<file path="config.mk">
export PLATFORM = sky130hd
export DESIGN_NAME = tbhd_ram
export DESIGN_NICKNAME = d
export VERILOG_FILES = /design/src/hdl/tbhd_ram.sv
export SDC_FILE = /design/constraint.sdc
export NUM_CORES = 2
export LEC_CHECK = 0
export BUFFER_PORTS_ARGS = -buffer_cell sky130_fd_sc_hd__buf_2
export CAP_MARGIN = 30
export CORE_MARGIN = 4
export CORE_UTILIZATION = 57
export DETAILED_ROUTE_END_ITERATION = 8
export HOLD_SLACK_MARGIN = 0.15
export PLACE_DENSITY = 0.77
export SETUP_SLACK_MARGIN = 0.1
export SYNTH_ARGS = -nofsm -noshare
export SYNTH_HDL_FRONTEND = slang
export SYNTH_SLANG_ARGS = --single-unit
</file>
<file path="constraint.sdc">
create_clock -name clk -period 2.1 [get_ports clk]
set_input_delay 0.21 -clock clk [delete_from_list [all_inputs] [get_ports clk]]
set_output_delay 0.21 -clock clk [all_outputs]
set_load 0.02 [all_outputs]
</file>
<file path="src/hdl/tbhd_ram.sv">
// Generic single-write, single-read RAM with registered read data.
// Used for the control and data code tables; no package dependency.
`default_nettype none

module tbhd_ram #(
  parameter int WIDTH = 8,
  parameter int DEPTH = 256
) (
  input  wire logic                     clk,
  input  wire logic                     we,
  input  wire logic [$clog2(DEPTH)-1:0] waddr,
  input  wire logic [WIDTH-1:0]         wdata,
  input  wire logic [$clog2(DEPTH)-1:0] raddr,
  output      logic [WIDTH-1:0]         rdata
);

  logic [WIDTH-1:0] mem [DEPTH];

  always_ff @(posedge clk) begin
    if (we) begin
      mem[waddr] <= wdata;
    end
    rdata <= mem[raddr];
  end

endmodule

`default_nettype wire

</file>
# [Yosys cells after proc, flatten, opt, wreduce, memory -nomap -nowiden]
# Memory sizes are Yosys's and may differ from the RTL's. A register that Yosys moved wholly into a read port is not among the register bits.
# Cells that the tools add are included.
[classes] add_sub_neg=0 mul=0 div_mod_pow=0 order_cmp=0 n_eq_ne=0 shifts=0 mux=2 bitwise=0 reduce_logical=0
[ops] operator="two-way mux 1 bit" count=2
[word_totals] regBits=0 latch_bits=0 mem_bits_rw=2048 romBits=0 in_bits=26 out_inout_bits=8 wordCells=3 n_memories=1
[memory_table] memory="mem" words=256 width=8 rd=1 rd_ports_with_merged_regs=1 write_ports=1 line="17" source="logic [WIDTH-1:0] mem [DEPTH];"

# [Depth between registers and ports, before layout]
[depth] depth_word=2 depth_mapped=11 ltp_nobuf=6

# [Least setup slack after synthesis]
# OpenSTA, ideal clock, no wires.
[synth_timing] kind="in2reg" from="input port raddr[0]" to="register rdata[2] (read register of mem)" setup_time_ps=131 arrival_time_ps=2017 setup_slack_ps=-48 stages=9 cell_sequence="buf_6 buf_12 buf_8 buf_2 mux4_2 a22oi_1 a21oi_1 nor4_1 nor4_2"
[synth_rtl] item="start: declaration" line="13" source="input wire logic [$clog2(DEPTH)-1:0] raddr,"
[synth_rtl] item="end: declaration" line="14" source="output logic [WIDTH-1:0] rdata"

==> results.md <==
* Fin util at between 60 and 70%
* Core Box Area at roughly 0.14 mm2
* Via-to-Cell Ratio at 6.61
* Status: finished with violations
* Finish-stage setup viols at 7
* Crit path depth at 11
* RSZ-0062 raised after global routing: yes
* Synthesized area at roughly 0.08 mm2
* Ys async rst share at 0%
* Fin cells at 6504
* Post-synthesis average cell area at 21.3 um2
* Tcrit/Tclk final at 111%
* Final GP Congestion at about 0.91
* Die Height at ~380 um
* Slowest-stage cell, CP: nor3_1
* Buffers added on ports at 33
* Share of cells above drive strength 1 at about 34%
* Top area cells in the synthesized netlist: edfxtp_1 77%, mux4_2 13%, mux2i_1 1.7%
* CTS root buffer: clkbuf_16
* Relative slew slack at a little under half
* Post-route antenna net violation count at 0
* Post-synthesis cell count at ~3700
* Post-synthesis mux area share at about 15%
* Initial antenna violation count at 6
* Critical Path Most Common Cell: buf_4
* Failing checks: negative setup slack
* FP Rows at between 100 and 150
* Crit end category: flop
* Worst Hold Depth at 5
* FMAX at between 0.4 and 0.5 GHz
* Power Density at around 900 mW/mm2
* Cell family with most CP delay: buffers and inverters
* Final Skew at between 20 and 30 ps
* # IOs at 34
* DP HPWL at about 130000 um
* Routed wire length at between 200000 and 250000 um
* Seq/Total Area, Yosys at between 70% and 80%
* Largest family of logic cells by synthesized area: multiplexers
* Simple-gate share of the synthesized area at under 10%
* Worst-path maximum fanout at 19
* Maxcap violations at 0
* Area grow syn2layout at 18.6%
* Num CTS Buffers at 191
* Residual DRC at 0
* Worst-Skew Late Latency at 830 ps
* Setup WS post-layout at -234 ps
* Starting Density at 57.6%
* Clock transition at path regs at 60 ps
* Worst min path class: in2reg
* Share of the synthesized area in the top cell type at between 70% and 80%
* CTS tree: yes
* Die width at approximately 380 um
* CTS Sinks at a little over 2000
* Inst Count DP at between 6000 and 7000
* Final Hold Vio Count at 0
* Post-Synth Adder-Cell Area at 0%
* Kind of critical path: in2reg
* Ys Warns at 0
* Final Net Count at about 4500
* Area leader, netlist: edfxtp_1
* Die area at approximately 0.15 mm2
* Cell variety after synth at 55
* Vias at 43000
* DRT iter0 DRCs at around 6600
* Worst path max stage delay at around 640 ps
* #FFs+latches synth at approximately 2100
* # H-tree levels at 4
* Leak Pwr at approximately 31 nW
* Arr. time, crit path at between 3000 and 4000 ps
* R2R cell count at 7
* Fin crit period at around 2300 ps
* Number of synthesized flops with an enable pin at ~2000
* Critical path buffers and inverters at 5
* Worst IR drop on VDD at around 1.1 mV
* Vias in the first global route at roughly 44000
* Syn_nets at approximately 3800
* Total chip power at ~85 mW
* First-pass GRT wire length at 303000 um
* Max-slew violations at 0
* GRT overflow at 0
* Commonest cells in the netlist: 2048 x edfxtp_1, 454 x mux4_2, 282 x nor2_1, 134 x mux2i_1, 133 x a22oi_1
* Ys flop type: edfxtp_1
* Compound-Gate Fraction of Synth Area at under 10%
* Most common cell in the netlist: edfxtp_1
* Worst slack, placed at -1130 ps
* Critical path, cell by cell: buf_8 > buf_4 > buf_12 > buf_4 > mux2i_1 > o221ai_1 > a21oi_1 > nor3_1 > nor4_4 > buf_2 > nor4_2
* Worst endpoint required time at around 2800 ps
* Routed WL per cell at ~32 um
* CTS Buffer Depth at 3
* Crit start category: input pin
* Number of setup buffers added after CTS at 0
* Detailed Routing Iterations Pass 1 at 6
* Synth Area in XOR/XNOR at 0%
* Worst Max-Slew Pin Slew at just over 800 ps
* Largest net degree at the start of global routing at slightly above 90
* Total GRT Usage at 28.7%
[kinds of logic (layout without fill, tap and decap cells)]
group / Yosys count / count (layout)
other cells: 0 / 5
compound gates: 385 / 385
buf+inv: 235 / 1138
flops: 2056 / 2056
simple gates: 466 / 466
mux: 591 / 591
[report_power, final]
part           internal [mW]  switching [mW]
registers               45.2           0.122
logic                   2.09            3.00
clock network           19.3            14.9
total                   66.6            18.0
[state kept, by name (all words and copies together), names as in the netlist]
| signal | cells |
|---|---|
| rdata | 8 |
| mem | 2048 |
[per-layer routing]
| metal | GRT usage, % | share of wire (%) | vias to the layer above | wire length (um) |
|---|---|---|---|---|
| li1 | - | - | 17200 | - |
| met5 | 0 | 0 | - | 0 |
| met4 | 12.3 | 4.9 | 0 | 10100 |
| met3 | 6.34 | 12 | 567 | 24500 |
| met2 | 45.7 | 49 | 3190 | 101000 |
| met1 | 38.9 | 34 | 22000 | 71400 |
[layout make-up]
type	instances	area [um2]
flip-flops and latches	2056	61700
fillers	7929	43700
multi-input cells	1442	17000
repair buffers	786	7120
clock buffers	256	5260
well taps	1863	2330
clock inverters	94	890
diodes	5	12.5
inverters	2	7.51
[path summary, 6_finish.rpt]
check | to | slack (ps) | from
setup / recovery | rdata[2]$_DFF_P_ | -230 | raddr[0]
hold / removal | mem[237][4]$_DFFE_PP_ | 230 | waddr[2]
setup reg to reg | rdata[2]$_DFF_P_ | -210 | mem[252][2]$_DFFE_PP_
hold reg to reg | rdata[5]$_DFF_P_ | 1110 | mem[33][5]$_DFFE_PP_
[tightest hold or removal path: cells and delay by family]
kind	cells	cell delay, ps
buffers and inverters	3	480
and+or+nand+nor	2	180
[through the flow]
step | TNS (ps) | hold slack [ps] | area [um2]
6_report | -1070 | 231 | 94300
5_1_grt | -1190 | 196 | 94300
3_5_place_dp | -7420 | 582 | 87500
4_1_cts | -1050 | 152 | 94100
2_1_floorplan | 0 | 309 | 79800
3_3_place_gp | -8850 | 571 | 87500
[placed cells by master (no fill, tap or decap), types with 8 or more instances in the layout]
cell / Yosys / final
nand4_1: 10 / 10
nand2_1: 33 / 33
clkinv_2: 0 / 23
mux2i_1: 134 / 134
nand3_1: 34 / 33
clkbuf_16: 0 / 196
nor4_2: 3 / 14
dlygate4sd3_1: 0 / 15
bufinv_16: 0 / 14
a22o_1: 8 / 8
o211ai_1: 10 / 10
nand2b_1: 8 / 8
nor2_1: 282 / 275
nor3_1: 22 / 12
clkinv_1: 1 / 39
nor2b_1: 31 / 25
o221ai_1: 46 / 44
o21ai_0: 10 / 10
a211oi_1: 16 / 11
o22ai_1: 28 / 28
a21oi_1: 96 / 90
mux4_2: 454 / 454
nor4_4: 0 / 9
buf_2: 31 / 23
a22oi_1: 133 / 126
clkbuf_1: 111 / 47
clkinvlp_4: 0 / 9
clkbuf_8: 0 / 21
buf_4: 27 / 642
edfxtp_1: 2048 / 2048
buf_12: 8 / 93
[timing repair]
item	4_1_cts	5_1_grt
endpoints found under the setup margin	8	10
resized for setup	62	30
hold buffers	15	0
hold endpoints to repair	1088	0
pin swaps	28	20
No activity file was read; power rests on OpenSTA's default activity.
