## src/hdl/tbhd_pkg.sv

```systemverilog
// Package for the table-driven Huffman bit decoder.
// Holds the sizing constants, request and status codes, the small built-in code tables
// and the control and status structs between the top level and the stream unit.
`default_nettype none

package tbhd_pkg;

  localparam int FIFO_DEPTH    = 4;
  localparam int CTRL_ROWS     = 18;
  localparam int DATA_ROWS     = 4;
  localparam int MAX_CODE_BITS = 8;

  // Longest fixed-width read (the raw factor field).
  localparam int FIX_MAX_BITS = 6;
  localparam int NB_MAX       = (MAX_CODE_BITS > FIX_MAX_BITS) ? MAX_CODE_BITS : FIX_MAX_BITS;
  localparam int NB_W         = $clog2(NB_MAX + 1);

  localparam int CTRL_ROW_W = $clog2(CTRL_ROWS);
  localparam int DATA_ROW_W = (DATA_ROWS > 1) ? $clog2(DATA_ROWS) : 1;
  localparam int CTRL_AW    = CTRL_ROW_W + 8;
  localparam int DATA_AW    = DATA_ROW_W + 8;
  localparam int CTRL_DEPTH = CTRL_ROWS * 256;
  localparam int DATA_DEPTH = 256 << DATA_ROW_W;

  // Request actions.
  localparam logic [1:0] ACT_CTRL_WR = 2'd0;
  localparam logic [1:0] ACT_DATA_WR = 2'd1;
  localparam logic [1:0] ACT_PUSH    = 2'd2;
  localparam logic [1:0] ACT_DECODE  = 2'd3;

  // Decode kinds.
  localparam logic [2:0] KIND_FACTOR6 = 3'd0;
  localparam logic [2:0] KIND_CTRL    = 3'd1;
  localparam logic [2:0] KIND_REP     = 3'd2;
  localparam logic [2:0] KIND_DATA    = 3'd3;
  localparam logic [2:0] KIND_INIT5   = 3'd4;

  // Response status.
  localparam logic [2:0] STAT_OK      = 3'd0;
  localparam logic [2:0] STAT_STARVED = 3'd1;
  localparam logic [2:0] STAT_NOMATCH = 3'd2;
  localparam logic [2:0] STAT_BADTAB  = 3'd3;
  localparam logic [2:0] STAT_FULL    = 3'd4;

  typedef struct packed {
    logic start;
    logic step;
    logic commit;
  } strm_ctl_t;

  typedef struct packed {
    logic bit_val;
    logic avail;
    logic full;
  } strm_sts_t;

  // Built-in data tables two to five, indexed by the one or two code bits read.
  function automatic logic [7:0] small_value(input logic [4:0] tnum, input logic [1:0] code);
    logic [7:0] v;
    v = 8'd0;
    case (tnum)
      5'd2: v = code[0] ? 8'd3 : 8'd253;
      5'd3: begin
        case (code)
          2'd0:    v = 8'd239;
          2'd1:    v = 8'd251;
          2'd2:    v = 8'd5;
          default: v = 8'd17;
        endcase
      end
      5'd4: begin
        case (code)
          2'd0:    v = 8'd249;
          2'd1:    v = 8'd2;
          2'd2:    v = 8'd9;
          default: v = 8'd18;
        endcase
      end
      5'd5: begin
        case (code)
          2'd0:    v = 8'd238;
          2'd1:    v = 8'd247;
          2'd2:    v = 8'd254;
          default: v = 8'd7;
        endcase
      end
      default: v = 8'd0;
    endcase
    return v;
  endfunction

endpackage

`default_nettype wire

```

## src/hdl/tbhd_stream.sv

```systemverilog
// Stream byte FIFO, committed bit buffer and the shared one-bit extraction unit.
// A decode works on a scratch copy of the reader; depends on tbhd_pkg.
`default_nettype none

module tbhd_stream (
  input  wire logic               clk,
  input  wire logic               rst,
  input  wire logic               push_en,
  input  wire logic [7:0]         push_byte,
  input  wire tbhd_pkg::strm_ctl_t ctl,
  output      tbhd_pkg::strm_sts_t sts
);
  import tbhd_pkg::*;

  localparam int PW = (FIFO_DEPTH > 1) ? $clog2(FIFO_DEPTH) : 1;
  localparam int CW = $clog2(FIFO_DEPTH + 1);
  localparam int SW = ((PW > CW) ? PW : CW) + 1;

  logic [7:0]    fifo [FIFO_DEPTH];
  logic [PW-1:0] head;
  logic [CW-1:0] count;
  logic [7:0]    bit_buffer;
  logic [3:0]    bits_left;

  // Scratch reader, thrown away when a decode runs dry.
  logic [7:0]    wbuf, wbuf_next;
  logic [3:0]    wleft, wleft_next;
  logic [CW-1:0] wtaken, wtaken_next;

  logic [PW-1:0] rd_idx;
  logic [PW-1:0] wr_idx;
  logic [PW-1:0] head_next;
  logic [7:0]    cur_byte;

  // Circular index; the offset never exceeds the depth, so one subtract is enough.
  function automatic logic [PW-1:0] wrap(input logic [PW-1:0] base, input logic [CW-1:0] off);
    logic [SW-1:0] s;
    s = SW'(base) + SW'(off);
    if (s >= SW'(FIFO_DEPTH)) begin
      s = s - SW'(FIFO_DEPTH);
    end
    return s[PW-1:0];
  endfunction

  assign rd_idx    = wrap(head, wtaken);
  assign wr_idx    = wrap(head, count);
  assign cur_byte  = fifo[rd_idx];
  assign head_next = wrap(head, wtaken_next);

  always_comb begin
    wbuf_next   = wbuf;
    wleft_next  = wleft;
    wtaken_next = wtaken;
    if (ctl.start) begin
      wbuf_next   = bit_buffer;
      wleft_next  = bits_left;
      wtaken_next = '0;
    end else if (ctl.step) begin
      if (wleft == 4'd0) begin
        wbuf_next   = {cur_byte[6:0], 1'b0};
        wleft_next  = 4'd7;
        wtaken_next = wtaken + CW'(1);
      end else begin
        wbuf_next  = {wbuf[6:0], 1'b0};
        wleft_next = wleft - 4'd1;
      end
    end
  end

  assign sts.avail   = (wleft != 4'd0) || (wtaken < count);
  assign sts.bit_val = (wleft != 4'd0) ? wbuf[7] : cur_byte[7];
  assign sts.full    = (count == CW'(FIFO_DEPTH));

  always_ff @(posedge clk) begin
    if (rst) begin
      head       <= '0;
      count      <= '0;
      bit_buffer <= 8'd0;
      bits_left  <= 4'd0;
      wleft      <= 4'd0;
      wtaken     <= '0;
    end else begin
      wleft  <= wleft_next;
      wtaken <= wtaken_next;
      if (ctl.commit) begin
        head       <= head_next;
        count      <= count - wtaken_next;
        bit_buffer <= wbuf_next;
        bits_left  <= wleft_next;
      end else if (push_en) begin
        count <= count + CW'(1);
      end
    end
  end

  always_ff @(posedge clk) begin
    wbuf <= wbuf_next;
    if (push_en) begin
      fifo[wr_idx] <= push_byte;
    end
  end

endmodule

`default_nettype wire

```

## config.mk

```make
export PLATFORM = sky130hd
export DESIGN_NAME = tbhd_stream
export DESIGN_NICKNAME = d
export VERILOG_FILES = /design/src/hdl/tbhd_pkg.sv /design/src/hdl/tbhd_stream.sv
export SDC_FILE = /design/constraint.sdc
export NUM_CORES = 1
export LEC_CHECK = 0
export ABC_CLOCK_PERIOD_IN_PS = 3000
export BUFFER_PORTS_ARGS = -buffer_cell sky130_fd_sc_hd__clkbuf_2
export CORE_MARGIN = 2
export CORE_UTILIZATION = 55
export DETAILED_ROUTE_END_ITERATION = 8
export GPL_TIMING_DRIVEN = 1
export PLACE_DENSITY = 0.82
export SKIP_CTS_REPAIR_TIMING = 1
export SYNTH_ARGS = -nofsm -noshare
export SYNTH_HDL_FRONTEND = slang
export SYNTH_SLANG_ARGS = --single-unit
```

## constraint.sdc

```tcl
create_clock -name clk -period 3 [get_ports clk]
set_input_delay 0.6 -clock clk [delete_from_list [all_inputs] [get_ports clk]]
set_output_delay 0.6 -clock clk [all_outputs]
set_load 0.1 [all_outputs]
```

Word level (Yosys, flattened, before mapping)
Memories as Yosys holds them, arrays and structs flattened.
Cells that the tools add are included.
- register bits after elaboration: 32
- bits in writable memories: 32
- bits of input ports: 14
- output and inout bits: 3
- word-level logic and storage cells: 44
- memories: 1
- add/sub/neg operators: 10
- magnitude comparators: 4
- equal/unequal tests: 1
- muxes and demuxes: 17
- reductions and logical operators: 4
- memories (name ; depth ; bits a word ; rd ports ; clocked after Yosys merged registers in ; write ports ; RTL line ; text):
    fifo ; 4 ; 8 ; 1 ; 0 ; 1 ; tbhd_stream.sv:19 ; logic [7:0] fifo [FIFO_DEPTH];
- operator list (operator ; count):
    2-to-1 mux 8 bit ; 3
    2-to-1 mux 3 bit ; 5
    adder 2 x 3 -> 4 bit ; 3
    greater-or-equal comparator 4 x 3 -> 1 bit (second input constant) ; 3
    2-to-1 mux 4 bit ; 3
    adder 3 x 1 -> 3 bit (second input constant) ; 2
    2-to-1 mux 2 bit ; 3
    subtractor 2 x 1 -> 2 bit (second input constant) ; 3
    zero test 4 bit ; 1
    nonzero test 4 bit ; 1
    subtractor 4 x 1 -> 4 bit (second input constant) ; 1
    equality test 3 bit (second input constant) ; 1
    < comparator 3 bit ; 1
    2-to-1 mux 1 bit ; 3
    subtractor 3 bit ; 1
    nonzero test 2 bit ; 1
    logical OR 1 bit ; 1

Logic depth before layout (Yosys ltp)
- word-level depth: 7
- gate-level depth with buffers: 13

Worst setup path after synthesis
Ideal clock, no wire load.
- kind: register to output
- from: reg count[1]
- to: out sts[1] (netlist bit)
- data arrival time: 2986 ps
- setup slack: -586 ps
- stages on the path, launching flop included: 6
- path through: dfxtp_1 -> inv_1 -> ha_1 -> o21ai_0 -> a21boi_0 -> o21ai_0
- RTL lines (item ; RTL line ; text):
    start: declaration ; tbhd_stream.sv:21 ; logic [CW-1:0] count;
    start signal: assignment ; tbhd_stream.sv:87 ; count <= count - wtaken_next;
    start signal: assignment ; tbhd_stream.sv:91 ; count <= count + CW'(1);
    end: declaration ; tbhd_stream.sv:11 ; output tbhd_pkg::strm_sts_t sts

==> metrics.json <==
{
  "route": {
    "average_detailed_routed_wire_length_per_instance_um": 16.4,
    "remaining_drc_errors": 0,
    "detail-route-antenna-nets": 0,
    "totalWireLength_mm": 5.78,
    "via_count": 2097,
    "via_to_cell_ratio": 5.94,
    "dr.pass1.iters": 4,
    "drtIter0Drc": 175
  },
  "power_and_ir_drop": {
    "pwr-share-clk_pct": 35.7,
    "power.density_nw_per_um2": 675,
    "power_switching_mw": 0.630,
    "p_int_mw": 1.60,
    "switching_share_pct": 28.3,
    "vdd_ir_drop_max_v": 0.000434,
    "sequentialPowerShare_pct": 46.7,
    "power.static_leakage_nw": 1.21,
    "portion_of_total_power_attributed_to_combinational_logic_pct": 17.7
  },
  "placement": {
    "placement.io_buffers": 16,
    "post-dp-hpwl_mm": 3.82,
    "gp_congestion": 0.749,
    "placed_cells": 338
  },
  "global_routing": {
    "antenna_found_initial": 0,
    "largest_net_degree_at_the_start_of_global_routing": 39,
    "grt_pass1_wl_mm": 9.69,
    "gr-total-overflow": 0,
    "grt.total_usage_pct": 21.6,
    "grt_pass1_vias": 2018
  },
  "layout": {
    "sequential_cell_area_um2": 1600,
    "syn2layout_area_growth_pct": 13.0,
    "fraction_of_final_layout_cells_sized_beyond_drive_strength_1_pct": 17.3,
    "final_nets": 302,
    "antenna_cells": 0,
    "n_fill_cell": 411,
    "multi_input_area_um2": 1250,
    "final_core_util_pct": 64.6,
    "final_cells": 353
  },
  "outcome": {
    "result_of_the_run": "complete, no violations"
  },
  "floorplan": {
    "count_of_pins_on_the_block_boundary": 17,
    "die_y_um": 76.8,
    "initial_utilization_pct": 57.1,
    "floorplan.rows": 26,
    "area_of_the_die_um2": 5900,
    "floorplan.die.width_um": 76.8,
    "coreArea_um2": 5110
  },
  "yosys": {
    "synth.area.top_cells": "edfxtp_1 33%, dfxtp_1 22%, mux4_2 6.2%",
    "ys_types": 38,
    "yosysTopAreaCell": "edfxtp_1",
    "synth-seq-area-share_pct": 54.9,
    "synth-warning-count": 0,
    "netlist_instances": 261,
    "synthesized_netlist_net_count": 284,
    "synth_edf_count": 32,
    "async_flop_share_pct": 0,
    "synthDominantCellAreaShare_pct": 32.9,
    "synth-main-ff-cell": "edfxtp_1",
    "post_synth_instance_area_um2": 2920,
    "synthesized_area_divided_by_synthesized_cell_count_um2": 11.2,
    "synth_seq_cells": 64
  },
  "clock_network": {
    "clkTransAtPathRegs_ps": 70,
    "clockBufferDepth": 2,
    "cts.htree.levels": 3,
    "cts.sinks": 64,
    "clk_latency_ps": 340,
    "number_of_buffers_created_by_cts": 9,
    "cts_tree": "yes",
    "clock-root-buffer": "clkbuf_8"
  },
  "setup_path": {
    "cp_max_fo": 8,
    "critical_path.most_common_cell": "nand2_1",
    "worstSetupPathType": "reg2out",
    "critPathRequiredTime_ps": 2400,
    "worst_path_largest_cell_delay_ps": 360,
    "timing.critical_path.buf_inv": 1,
    "crit_path_cell_trace": "ha_1, xor2_2, xnor2_4, mux4_2, nand2_1, nand2_1, clkbuf_4",
    "cp-start-kind": "register",
    "slowest_stage": "dfxtp_1",
    "worst_path_dominant_cell_family": "XOR/XNOR gates",
    "worst_ep_arrival_ps": 2270,
    "timing.critical_path.to_type": "output port"
  },
  "sta": {
    "finalCritPeriodShare_pct": 95.8,
    "timing.final.setup_violations": 0,
    "final-hold-violation-count": 0,
    "rsz0062_at_grt": "true",
    "report.final.slew_viol_count": 0,
    "timing.fmax_ghz": 0.348,
    "finalClockSkew_ps": 12.3,
    "worst_slew_pin_slew_ps": 815,
    "max_slew_margin_pct": 45.5,
    "final_period_minus_worst_setup_slack_ps": 2870
  },
  "worst_hold_path": {
    "holdCritPathClass": "in2reg"
  },
  "flow_run": {
    "max_cap_violations": 0
  }
}
==> cell usage in the layout, fill, tap and decap left out, types with 2 or more instances in the layout <==
master     Yosys  final
bufinv_16      0      2
clkbuf_8       0      9
nand2_1       28     28
nor2_1        24     24
mux4_2         8      8
a31oi_1        7      7
a21oi_1       15     15
inv_1         10     10
nor3_1         3      2
a311oi_1       7      7
o21ai_0       11     10
or3_1          8      8
edfxtp_1      32     32
buf_4          0      4
clkbuf_2       1     15
nand3_1        2      2
nand2b_1      10     10
xnor2_1        4      4
a211oi_1       6      6
mux2i_1        5      5
o31ai_1        7      7
xor2_1         3      2
nor2b_1        5      5
dfxtp_1       32     31
ha_1           8      8
==> per-stage QoR <==
stage	hold WS, ps	TNS [ps]	cell area, µm²	power [mW]	worst slack [ps]
after floorplan	444	0	2920	1.35	149
after global placement	457	0	3070	1.43	263
after detailed placement	462	0	3070	1.45	192
after CTS	457	-113	3270	2.24	-113
after global routing	471	0	3300	2.32	0.871
final	471	0	3300	2.23	127
==> layout make-up <==
cell class / count / area share [%]
tap: 70 / 2.66
clock buffer: 9 / 3.76
timing repair buffer: 20 / 3.42
sequential: 64 / 48.6
multi-input combinational: 174 / 37.8
inverter: 10 / 1.14
clock inverter: 6 / 2.58
==> cell usage after synthesis, drive strengths merged, types with 2 or more instances <==
| master | n |
|---|---|
| mux4 | 8 |
| a21oi | 16 |
| dfxtp | 32 |
| ha | 8 |
| edfxtp | 32 |
| nand2 | 28 |
| or3 | 8 |
| xnor2 | 5 |
| a311oi | 7 |
| nor2 | 25 |
| nor3 | 3 |
| nand2b | 10 |
| o31ai | 7 |
| inv | 10 |
| buf | 5 |
| xor2 | 3 |
| nand3 | 2 |
| mux2i | 5 |
| nor2b | 5 |
| a31oi | 7 |
| a211oi | 6 |
| o21ai | 11 |
| clkbuf | 8 |
==> cell families (layout without fill, tap and decap cells) <==
| kind of cell | after synthesis | in the layout | synth area share (%) |
|---|---|---|---|
| fa+ha+maj | 9 | 9 | 4.12 |
| flops | 64 | 64 | 54.9 |
| xor+xnor | 8 | 8 | 2.66 |
| compound gates | 58 | 58 | 12.9 |
| buf+inv | 23 | 45 | 3.13 |
| mux | 14 | 14 | 8.28 |
| simple gates | 85 | 85 | 14.0 |
==> power groups by stage <==
stage               Sequential, mW  Clock (mW)  Combinational (mW)
global placement              1.05           0               0.380
CTS                           1.04       0.805               0.392
global route                  1.05       0.835               0.434
detailed placement            1.06           0               0.389
floorplan                     1.04           0               0.306
finish                        1.04       0.794               0.393
==> registers in the layout, summed over array words and instances, names as in the netlist <==
register and count:
wbuf 8, count 3, head 2, bits_left 4, wleft 4, fifo 32, bit_buffer 8, wtaken 3
==> metal layers <==
| metal | GRT usage [%] | vias up | wire length, µm |
|---|---|---|---|
| li1 | - | 992 | - |
| met1 | 28.1 | 1027 | 2550 |
| met2 | 33.3 | 68 | 2780 |
| met3 | 6.24 | 10 | 330 |
| met4 | 10.0 | 0 | 118 |
| met5 | 0 | - | 0 |
==> worst paths after layout <==
kind,start,to,slack (ps),cells after the start
min reg2reg,bit_buffer[0]$_SDFFE_PP0P_,bit_buffer[0]$_SDFFE_PP0P_,470,2
max,wtaken[0]$_SDFF_PP0_,sts[2],130,7
min,push_byte[6],fifo[3][6]$_DFFE_PP_,470,1
max reg2reg,wleft[0]$_SDFF_PP0_,count[2]$_SDFFE_PP0P_,240,13
Power figures use the tool's default switching activity.
